<file path="src/rtl/kds_pkg.sv">
// kds_pkg: shared types and constants for the keyword decision smoother
// used by the top level and its checker; no dependencies

package kds_pkg;

  localparam int CLASS_W         = 4;
  localparam int COUNT_W         = 4;
  localparam int REG_W           = 4;
  localparam int CFG_IDX_W       = 1;
  localparam int NUM_CLASSES_DEF = 16;
  localparam int TDATA_W         = 8;

  localparam logic [REG_W-1:0] LIMIT_RST  = 4'd15;
  localparam logic [REG_W-1:0] THRESH_RST = 4'd10;

  // configuration register indexes
  localparam logic [CFG_IDX_W-1:0] REG_COUNT_LIMIT   = 1'd0;
  localparam logic [CFG_IDX_W-1:0] REG_WIN_THRESHOLD = 1'd1;

  typedef enum logic [1:0] {
    ST_IDLE,
    ST_SWEEP,
    ST_DRAIN,
    ST_FINISH
  } state_t;

endpackage

</file>
<file path="src/rtl/kds_ram.sv">
// kds_ram: generic single-clock RAM, one write port and one registered read port
// no dependencies

module kds_ram #(
  parameter int WIDTH = 4,
  parameter int DEPTH = 16
) (
  input  logic                                     clk,
  input  logic                                     we,
  input  logic [((DEPTH > 1) ? $clog2(DEPTH) : 1)-1:0] waddr,
  input  logic [WIDTH-1:0]                         wdata,
  input  logic [((DEPTH > 1) ? $clog2(DEPTH) : 1)-1:0] raddr,
  output logic [WIDTH-1:0]                         rdata
);

  logic [WIDTH-1:0] mem [DEPTH];

  always_ff @(posedge clk) begin
    if (we) begin
      mem[waddr] <= wdata;
    end
    rdata <= mem[raddr];
  end

endmodule

</file>
<file path="src/rtl/keyword_decision_smoother_top.sv">
// keyword_decision_smoother_top: per-class vote counters in a RAM, frame winner,
// two-frame stability filter and change-of-keyword report; uses kds_pkg, kds_ram

// One transaction in on the slave side carries a classifier decision for one
// frame; exactly one transaction comes out per input, holding a detect flag and
// the detected class (zero when nothing is reported). The vote counters live in
// a small RAM and are swept once per frame, one class per cycle: read, update
// (the chosen class counts up to count_limit, the others count down to zero),
// write back, and track the largest count above win_threshold, lowest index on
// ties. From one acceptance to the next, an item passes through the sweep,
// reading one counter per class, a drain state for the RAM read latency, a
// finish state for the stability filter and the idle state that takes the next
// transaction. The result sits in an output register, so the next frame is
// accepted while it waits; a result still waiting holds the filter cycle of the
// next frame until it is taken. Counters read as zero until first written
// (per-entry valid flags), so no clearing pass is needed after reset. Write
// configuration only while idle.

module keyword_decision_smoother_top import kds_pkg::*; #(
  parameter int NUM_CLASSES = NUM_CLASSES_DEF
) (
  input  logic                 clk,
  input  logic                 rst,
  // configuration write port
  input  logic                 cfg_we,
  input  logic [CFG_IDX_W-1:0] cfg_index,
  input  logic [REG_W-1:0]     cfg_data,
  // decision stream
  input  logic                 s_tvalid,
  output logic                 s_tready,
  input  logic [TDATA_W-1:0]   s_tdata,   // [3:0] class_index, [7:4] zero
  // result stream
  output logic                 m_tvalid,
  input  logic                 m_tready,
  output logic [TDATA_W-1:0]   m_tdata    // [0] detected, [4:1] detected_class, [7:5] zero
);

  localparam int AW = (NUM_CLASSES > 1) ? $clog2(NUM_CLASSES) : 1;
  localparam int XW = (AW > CLASS_W) ? AW : CLASS_W;

  // configuration registers
  logic [REG_W-1:0] count_limit;
  logic [REG_W-1:0] win_threshold;

  // control
  state_t state, state_next;
  logic [CLASS_W-1:0] sel;           // class chosen this frame
  logic [AW-1:0]      cnt;           // sweep read address
  logic               rd_valid;      // read data valid for rd_idx
  logic [AW-1:0]      rd_idx;
  logic [NUM_CLASSES-1:0] cnt_valid; // counter written since reset

  // frame winner search
  logic [COUNT_W-1:0] best;
  logic               win_valid;
  logic [AW-1:0]      win_class;

  // stability filter and report state
  logic          cand_valid;
  logic [AW-1:0] cand_class;
  logic          rep_valid;
  logic [AW-1:0] rep_class;

  // output register
  logic               out_valid;
  logic               out_det;
  logic [CLASS_W-1:0] out_class;

  // read-modify-write datapath
  logic [COUNT_W-1:0] ram_rdata;
  logic [COUNT_W-1:0] vote_old;
  logic [COUNT_W-1:0] vote_new;
  logic               hit;

  logic               in_accept;
  logic               last_issue;
  logic               finish_go;
  logic               same_wc;
  logic               same_rep;
  logic               stab_valid;
  logic [AW-1:0]      stab_class;
  logic               det;

  kds_ram #(
    .WIDTH(COUNT_W),
    .DEPTH(NUM_CLASSES)
  ) u_votes (
    .clk  (clk),
    .we   (rd_valid),
    .waddr(rd_idx),
    .wdata(vote_new),
    .raddr(cnt),
    .rdata(ram_rdata)
  );

  // counter update: never-written entries read as zero
  always_comb begin
    vote_old = cnt_valid[rd_idx] ? ram_rdata : '0;
    hit      = (XW'(rd_idx) == XW'(sel));
    if (hit) begin
      vote_new = (vote_old < count_limit) ? vote_old + 1'b1 : vote_old;
    end else begin
      vote_new = (vote_old != '0) ? vote_old - 1'b1 : vote_old;
    end
  end

  // two frames must agree, then report on change of the stable value
  always_comb begin
    same_wc    = (win_valid == cand_valid) && (!win_valid || win_class == cand_class);
    stab_valid = same_wc ? cand_valid : 1'b0;
    stab_class = same_wc ? cand_class : '0;
    same_rep   = (stab_valid == rep_valid) && (!stab_valid || stab_class == rep_class);
    det        = !same_rep && stab_valid;
  end

  assign s_tready   = (state == ST_IDLE);
  assign in_accept  = s_tvalid && s_tready;
  assign last_issue = (cnt == AW'(NUM_CLASSES - 1));
  assign finish_go  = (state == ST_FINISH) && (!out_valid || m_tready);

  always_comb begin
    state_next = state;
    case (state)
      ST_IDLE: begin
        if (s_tvalid) state_next = ST_SWEEP;
      end
      ST_SWEEP: begin
        if (last_issue) state_next = ST_DRAIN;
      end
      ST_DRAIN: begin
        state_next = ST_FINISH;
      end
      ST_FINISH: begin
        if (finish_go) state_next = ST_IDLE;
      end
      default: state_next = ST_IDLE;
    endcase
  end

  always_ff @(posedge clk) begin
    if (rst) begin
      state <= ST_IDLE;
    end else begin
      state <= state_next;
    end
  end

  // configuration writes
  always_ff @(posedge clk) begin
    if (rst) begin
      count_limit   <= LIMIT_RST;
      win_threshold <= THRESH_RST;
    end else if (cfg_we) begin
      case (cfg_index)
        REG_COUNT_LIMIT:   count_limit   <= cfg_data;
        REG_WIN_THRESHOLD: win_threshold <= cfg_data;
        default: ;
      endcase
    end
  end

  // sweep control
  always_ff @(posedge clk) begin
    if (rst) begin
      rd_valid  <= 1'b0;
      cnt_valid <= '0;
    end else begin
      rd_valid <= (state == ST_SWEEP);
      if (rd_valid) begin
        cnt_valid[rd_idx] <= 1'b1;
      end
    end
  end

  // sweep datapath and winner search, strict compare keeps the lowest index
  always_ff @(posedge clk) begin
    rd_idx <= cnt;
    if (in_accept) begin
      sel       <= s_tdata[CLASS_W-1:0];
      cnt       <= '0;
      best      <= win_threshold;
      win_valid <= 1'b0;
    end else begin
      if (state == ST_SWEEP) begin
        cnt <= cnt + 1'b1;
      end
      if (rd_valid && vote_new > best) begin
        best      <= vote_new;
        win_valid <= 1'b1;
        win_class <= rd_idx;
      end
    end
  end

  // stability and report state
  always_ff @(posedge clk) begin
    if (rst) begin
      cand_valid <= 1'b0;
      rep_valid  <= 1'b0;
    end else if (finish_go) begin
      if (!same_wc) begin
        cand_valid <= win_valid;
      end
      if (!same_rep) begin
        rep_valid <= stab_valid;
      end
    end
  end

  always_ff @(posedge clk) begin
    if (finish_go) begin
      if (!same_wc) begin
        cand_class <= win_class;
      end
      if (!same_rep) begin
        rep_class <= stab_class;
      end
      out_det   <= det;
      out_class <= det ? CLASS_W'(stab_class) : '0;
    end
  end

  // output register
  always_ff @(posedge clk) begin
    if (rst) begin
      out_valid <= 1'b0;
    end else if (finish_go) begin
      out_valid <= 1'b1;
    end else if (m_tready) begin
      out_valid <= 1'b0;
    end
  end

  assign m_tvalid = out_valid;
  assign m_tdata  = {{(TDATA_W - CLASS_W - 1){1'b0}}, out_class, out_det};

endmodule

</file>
<file path="config.mk">
export PLATFORM = sky130hd
export DESIGN_NAME = keyword_decision_smoother_top
export DESIGN_NICKNAME = d
export VERILOG_FILES = /design/src/rtl/kds_pkg.sv /design/src/rtl/kds_ram.sv /design/src/rtl/keyword_decision_smoother_top.sv
export SDC_FILE = /design/constraint.sdc
export NUM_CORES = 1
export LEC_CHECK = 0
export BUFFER_PORTS_ARGS = -buffer_cell sky130_fd_sc_hd__buf_4
export CORE_AREA = 4 4 117 119
export DETAILED_ROUTE_END_ITERATION = 8
export DIE_AREA = 0 0 121 123
export SYNTH_ARGS = -nofsm -noshare
export SYNTH_HDL_FRONTEND = slang
export SYNTH_SLANG_ARGS = --single-unit
export TNS_END_PERCENT = 20
</file>
<file path="constraint.sdc">
create_clock -name clk -period 9.2 [get_ports clk]
set_input_delay 1.84 -clock clk [delete_from_list [all_inputs] [get_ports clk]]
set_output_delay 1.84 -clock clk [all_outputs]
set_load 0.01 [all_outputs]
</file>
==> flow_metrics.py, run 1 <==
metrics = {
    "timing": {
        "setup_tns_ns": 0,
        "period_share_pct": 56.25,
        "drv_slew": 0,
        "max_freq_mhz": 193.2,
        "worst_pin_slew_ns": 0.9992,
        "rsz0062_at_grt": "false",
        "period_minus_slack_ns": 5.175,
        "fin_skew_ns": 0.007978,
        "setup-violations-final": 0,
        "final_hold_viol_count": 0,
        "maxSlewHeadroom_pct": 32.07,
    },
    "grt": {
        "grt_pass1_vias": 3113,
        "antenna_found_initial": 0,
        "grt_use_total_pct": 15.40,
        "grt_pass1_wl_mm": 16.74,
        "gr-total-overflow": 0,
        "grt_start_max_net_pins": 31,
    },
    "critical_path": {
        "cpPeakStageDelay_ns": 0.79,
        "required_ns": 9.33,
        "slowest_stage": "mux2i_2",
        "worst_setup_path_start_kind": "flop",
        "critPathTopFamily": "multiplexers",
        "crit_type": "reg -> reg",
        "path_max_fanout": 18,
        "cp-end-kind": "flop",
        "crit_chain": "mux4_1 > a22oi_4 > nand4_4 > and2_1 > ha_1 > a211oi_1 > nand2_1 > o21ai_4 > a31oi_1 > mux2i_2 > ha_1 > o21a_1 > o211ai_1 > nand2_1",
        "critPathBufInv": 0,
        "r2r_setup_slack_ns": 4.03,
        "arrival_ns": 5.30,
    },
    "run": {
        "maxCapViolCount": 0,
    },
    "logic_synthesis": {
        "synth.distinct_cells": 54,
        "netlist_instances": 410,
        "async_flop_share_pct": 0,
        "synth_seq_area_share_pct": 62.88,
        "ys_seq_elements": 132,
        "synth_top_area_share_pct": 47.56,
        "synth.most_common_cell": "edfxtp_1",
        "synthFlopType": "edfxtp_1",
        "yosysTopAreaCell": "edfxtp_1",
        "syn_area_per_cell_um2": 13.71,
        "synth_area_leaders": "edfxtp_1 (48%), dfxtp_1 (15%), mux4_2 (8.4%), nor2_1 (4.1%), ha_1 (3.1%)",
        "synth_edf_count": 89,
        "yosysWarnings": 0,
        "synth_area_um2": 5619,
        "synth_common_cells": "edfxtp_1 (89), nor2_1 (62), dfxtp_1 (43)",
    },
    "pwr": {
        "clkPwrFrac_pct": 37.9,
        "vdd_drop_max_v": 0.0001810,
        "p_sw_w": 0.0004858,
        "p_leak_nw": 2.376,
        "power.share.switching_pct": 26.57,
        "p_int_w": 0.001342,
        "pwr-share-seq_pct": 42.5,
        "p_per_area_nw_per_um2": 279.5,
        "p_comb_share_pct": 19.6,
    },
    "place": {
        "hpwl_mm": 6.924,
        "gp_congestion": 0.7813,
        "port_buffers": 20,
        "dp_cells": 588,
    },
    "final_layout": {
        "drive_above_1_share_pct": 19.87,
        "nets": 467,
        "synthToLayoutAreaGrowth_pct": 16.39,
        "instances_no_fill": 620,
        "ff_latch_area_um2": 3533,
        "antenna_cells": 0,
        "multi_input_area_um2": 1932,
        "fillCellCount": 1040,
    },
    "clocking": {
        "cts_tree": "yes",
        "postCtsSetupBuffers": 0,
        "cts_inserted_buffers": 17,
        "cts.clk_slew.worst_paths_ns": 0.05,
        "cts_root_buf": "clkbuf_16",
        "ctsResizeCount": 0,
        "htree_levels": 4,
        "cts_hold_buf": 0,
        "insertion_delay_ns": 0.41,
        "cts.sinks": 132,
        "clock_path_buffers": 2,
    },
    "route": {
        "wire_per_inst_um": 16.51,
        "drt-total-wl_mm": 10.23,
        "dr.first_iter.drc_count": 275,
        "first_pass_iters": 7,
        "drc_errors": 0,
        "vias": 3163,
        "via_per_inst": 5.102,
        "antenna_left": 0,
    },
    "die": {
        "start_util_pct": 44.71,
        "io_pins": 28,
        "rows": 41,
        "die_h_um": 123,
        "dieArea_um2": 14880,
        "core_area_um2": 12570,
        "die_x_um": 121,
    },
    "min_path": {
        "min_path_type": "reg -> reg",
    },
    "outcome": {
        "outcome": "complete, no violations",
    },
}
## flip-flops by register name (all words and copies together), names as in the netlist, 2 cells and up
signal,count
cnt_valid,16
u_votes.rdata,4
out_class,4
count_limit,4
rd_idx,4
cand_class,4
rep_class,4
state,2
cnt,4
win_threshold,4
best,4
win_class,4
u_votes.mem,64
sel,4
## through the flow
step                      instance area, um2  worst slack [ns]  power [W]  util, %  hold WS [ns]
after floorplan                         5627             4.340   0.001048        -        0.3290
after global placement                  5921             4.075   0.001142    47.11        0.4422
after detailed placement                5921             4.002   0.001154    47.11        0.4532
after CTS                               6540             3.920   0.001849    52.04        0.4695
after global routing                    6540             3.554   0.001928    52.04        0.4915
final                                   6540             4.025   0.001828    52.04        0.4619
## power groups by stage
stage | clock [W] | combinational (W) | sequential [W]
finish | 0.000693 | 0.000358 | 0.000778
CTS | 0.000705 | 0.000365 | 0.000778
global route | 0.000738 | 0.000405 | 0.000785
global placement | 0 | 0.000353 | 0.000789
floorplan | 0 | 0.000283 | 0.000765
detailed placement | 0 | 0.000364 | 0.000790
## cells by family (layout without fill, tap and decap cells)
group | after synthesis | count (layout) | share of synthesized area [%]
other | 1 | 3 | 0.06674
XOR/XNOR | 15 | 15 | 2.338
AND/OR/NAND/NOR | 141 | 141 | 12.69
multiplexers | 33 | 33 | 10.93
flip-flops | 132 | 132 | 62.88
buffers and inverters | 37 | 73 | 2.939
adder cells (fa/ha/maj) | 14 | 14 | 3.117
AO/OA/AOI/OAI | 37 | 37 | 5.033
## cell type report
type                    count  share of cell area, %
flip-flops and latches    132                  54.03
multi-input cells         243                  29.54
clock buffers              21                  7.193
well taps                 172                  3.291
repair buffers             23                  2.640
clock inverters            11                  2.277
inverters                  18                  1.033
## cells in the final DEF (no fill, tap or decap), types with 9 or more instances in the layout
cell | Yosys | layout
mux4_2 | 21 | 21
nand2b_1 | 9 | 9
dfxtp_1 | 43 | 43
ha_1 | 14 | 14
nor2_1 | 62 | 62
buf_4 | 4 | 23
nand2_1 | 20 | 20
clkbuf_16 | 0 | 17
edfxtp_1 | 89 | 89
inv_1 | 18 | 18
## layer usage
layer  vias up  track usage (%)  share of wire, %
li1       1546                -                 -
met1      1531            19.89                44
met2        73            24.45                48
met3        13            4.437               5.8
met4         0            6.586               2.1
met5         -                0                 0
## worst reg2reg max path: stages (launching register included)
cell      delay (ns)
dfxtp_1         0.60
mux4_1          0.69
a22oi_4         0.21
nand4_4         0.20
and2_1          0.28
ha_1            0.30
a211oi_1        0.29
nand2_1         0.14
o21ai_4         0.22
a31oi_1         0.14
mux2i_2         0.79
ha_1            0.40
o21a_1          0.11
o211ai_1        0.31
nand2_1         0.21
## worst paths after layout
| kind | startpoint | end | depth (start not counted) |
|---|---|---|---|
| setup reg to reg | rd_idx[1] | best[0] | 14 |
| hold reg to reg | cnt_valid[6] | cnt_valid[6] | 2 |
| hold / removal | cnt_valid[6] | cnt_valid[6] | 2 |
| setup / recovery | rd_idx[1] | best[0] | 14 |
Note: power is estimated with default switching activity, not from simulation.
==> inputs of run 2 (changes only) <==
Settings changed: ABC_AREA set to 1, CORE_AREA 4 4 117 119 to 4 4 119 121, DIE_AREA 0 0 121 123 to 0 0 123 125.
Clock period 9.2 ns to 4.9 ns, I/O delays scaled along.
==> run 2 against run 1 <==
Synthesized cell count increased by 41%. Area after synthesis increased by 2.8%. Power increased by 97%. Combinational power increased by 130%. Clock power increased by 82%. Global-route usage increased by 1.0 points. Worst hold slack got worse by 0.093 ns. Non-clock buffer count increased by 1. Largest cell class unchanged. Critical endpoint is now win_class[0].
==> flow_metrics.py, run 2 <==
metrics = {
    "die": {
        "io_pins": 28,
        "dieArea_um2": 15380,
        "die_h_um": 125,
        "rows": 42,
        "die_x_um": 123,
        "start_util_pct": 44.15,
        "core_area_um2": 13090,
    },
    "clocking": {
        "cts.sinks": 132,
        "cts_inserted_buffers": 17,
        "ctsResizeCount": 0,
        "cts.clk_slew.worst_paths_ns": 0.06,
        "cts_root_buf": "clkbuf_16",
        "clock_path_buffers": 2,
        "insertion_delay_ns": 0.42,
        "htree_levels": 4,
        "cts_hold_buf": 0,
        "postCtsSetupBuffers": 0,
        "cts_tree": "yes",
    },
    "final_layout": {
        "nets": 636,
        "antenna_cells": 0,
        "fillCellCount": 1170,
        "largest_register": "u_votes.mem",
        "final_cell_mix": "nand2_1 (105), nor2_1 (105), edfxtp_1 (89)",
        "drive_above_1_share_pct": 12.80,
        "reg_top3": "u_votes.mem (64), cnt_valid (16)",
        "multi_input_area_um2": 1919,
        "largest_register_ffs": 64,
        "synthToLayoutAreaGrowth_pct": 15.75,
        "ff_latch_area_um2": 3533,
    },
    "route": {
        "drt-total-wl_mm": 12.01,
        "first_pass_iters": 5,
        "drc_errors": 0,
        "dr.first_iter.drc_count": 291,
        "wire_per_inst_um": 15.14,
        "via_per_inst": 5.052,
        "vias": 4006,
        "antenna_left": 0,
    },
    "timing": {
        "rsz0062_at_grt": "false",
        "setup-violations-final": 0,
        "maxSlewHeadroom_pct": 19.70,
        "final_hold_viol_count": 0,
        "worst_pin_slew_ns": 1.203,
        "drv_slew": 0,
        "period_minus_slack_ns": 4.189,
        "setup_tns_ns": 0,
        "max_freq_mhz": 238.7,
        "fin_skew_ns": 0.008127,
        "period_share_pct": 85.48,
    },
    "logic_synthesis": {
        "async_flop_share_pct": 0,
        "synth_area_um2": 5777,
        "syn_area_per_cell_um2": 9.977,
        "yosysWarnings": 0,
        "yosysTopAreaCell": "edfxtp_1",
        "synth_edf_count": 89,
        "synthFlopType": "edfxtp_1",
        "synth_common_cells": "nand2_1 (105), nor2_1 (105), edfxtp_1 (89)",
        "synth_area_leaders": "edfxtp_1 (46%), dfxtp_1 (15%), nand2_1 (6.8%), nor2_1 (6.8%), inv_1 (3.6%)",
        "synth_seq_area_share_pct": 61.17,
        "netlist_instances": 579,
        "synth_top_area_share_pct": 46.26,
        "synth.distinct_cells": 43,
        "ys_seq_elements": 132,
    },
    "place": {
        "gp_congestion": 0.8279,
        "hpwl_mm": 8.057,
        "port_buffers": 20,
    },
    "pwr": {
        "p_leak_nw": 2.746,
        "p_total_w": 0.003594,
        "vdd_drop_max_v": 0.0002872,
        "p_per_area_nw_per_um2": 537.5,
    },
    "grt": {
        "grt_pass1_vias": 3927,
        "grt_use_total_pct": 16.45,
        "grt_start_max_net_pins": 37,
        "grt_pass1_wl_mm": 19.29,
        "gr-total-overflow": 0,
        "antenna_found_initial": 0,
    },
    "min_path": {
        "min_path_type": "reg -> reg",
    },
    "critical_path": {
        "required_ns": 4.98,
        "path_max_fanout": 18,
        "crit_type": "reg -> reg",
        "arrival_ns": 4.27,
        "cp-end-kind": "flop",
        "worst_setup_path_start_kind": "flop",
    },
    "run": {
        "maxCapViolCount": 0,
    },
    "outcome": {
        "outcome": "complete, no violations",
    },
}
[run 2: final timing paths]
path,from,endpoint,cells after the start,slack [ns]
worst min register to register,cnt[3],rd_idx[3],0,0.37
worst min-delay path,cnt[3],rd_idx[3],0,0.37
worst max-delay path,rd_idx[0],win_class[0],22,0.71
worst max register to register,rd_idx[0],win_class[0],22,0.71
[run 2: cells by family after synthesis]
| group | share of synthesized area, % |
|---|---|
| buf+inv | 5.740 |
| xor+xnor | 0.6066 |
| mux | 1.213 |
| flops | 61.17 |
| fa+ha+maj | 3.032 |
| compound gates | 8.685 |
| other cells | 0.06491 |
| simple gates | 19.49 |
[run 2: worst max-delay path: stages, from the launching register on]
cell     delay (ns)
dfxtp_1        0.70
inv_2          0.23
nand2_1        0.11
nand2_1        0.05
nand2_1        0.05
nand2_1        0.07
nand2_2        0.07
nand2_4        0.09
nor2_4         0.17
nor2_4         0.07
ha_1           0.29
a21oi_1        0.41
nand3_2        0.13
nand2_1        0.07
nand2_1        0.05
nand2_2        0.30
inv_1          0.09
ha_1           0.19
inv_1          0.05
a21oi_1        0.05
o21ai_0        0.14
nand3_1        0.16
nor2_1         0.30
[run 2: where the power goes]
part           total [W]  internal, W  switching [W]
registers        0.00151      0.00139       0.000120
clock network    0.00126     0.000811       0.000445
logic           0.000825     0.000268       0.000557
total            0.00359      0.00247        0.00112
[run 2: stage by stage]
stage                     setup WS [ns]  hold slack [ns]  util, %  area, um2  instances
after global placement           0.8593           0.3547    46.48       6082        761
after detailed placement         0.7466           0.3616    46.48       6082        761
after floorplan                   1.384           0.3495        -       5784        581
after global routing             0.3937           0.3840    51.10       6686        793
final                            0.7114           0.3690    51.10       6686        793
after CTS                        0.7298           0.3680    51.10       6686        793
[run 2: routing by layer]
layer / track usage [%] / wire [um] / part of all wire, % / vias up
met4: 5.993 / 95 / 0.79 / 0
met2: 27.40 / 6120 / 51 / 81
met3: 4.291 / 577 / 4.8 / 7
li1: - / - / - / 1996
met5: 0 / 0 / 0 / -
met1: 20.56 / 5213 / 43 / 1922
[run 2: area by class of cell]
class / instances / share of cell area, %
inverters: 61 / 3.424
multi-input cells: 368 / 28.71
well taps: 176 / 3.293
repair buffers: 24 / 2.695
clock buffers: 26 / 8.103
clock inverters: 6 / 0.9356
flip-flops and latches: 132 / 52.84
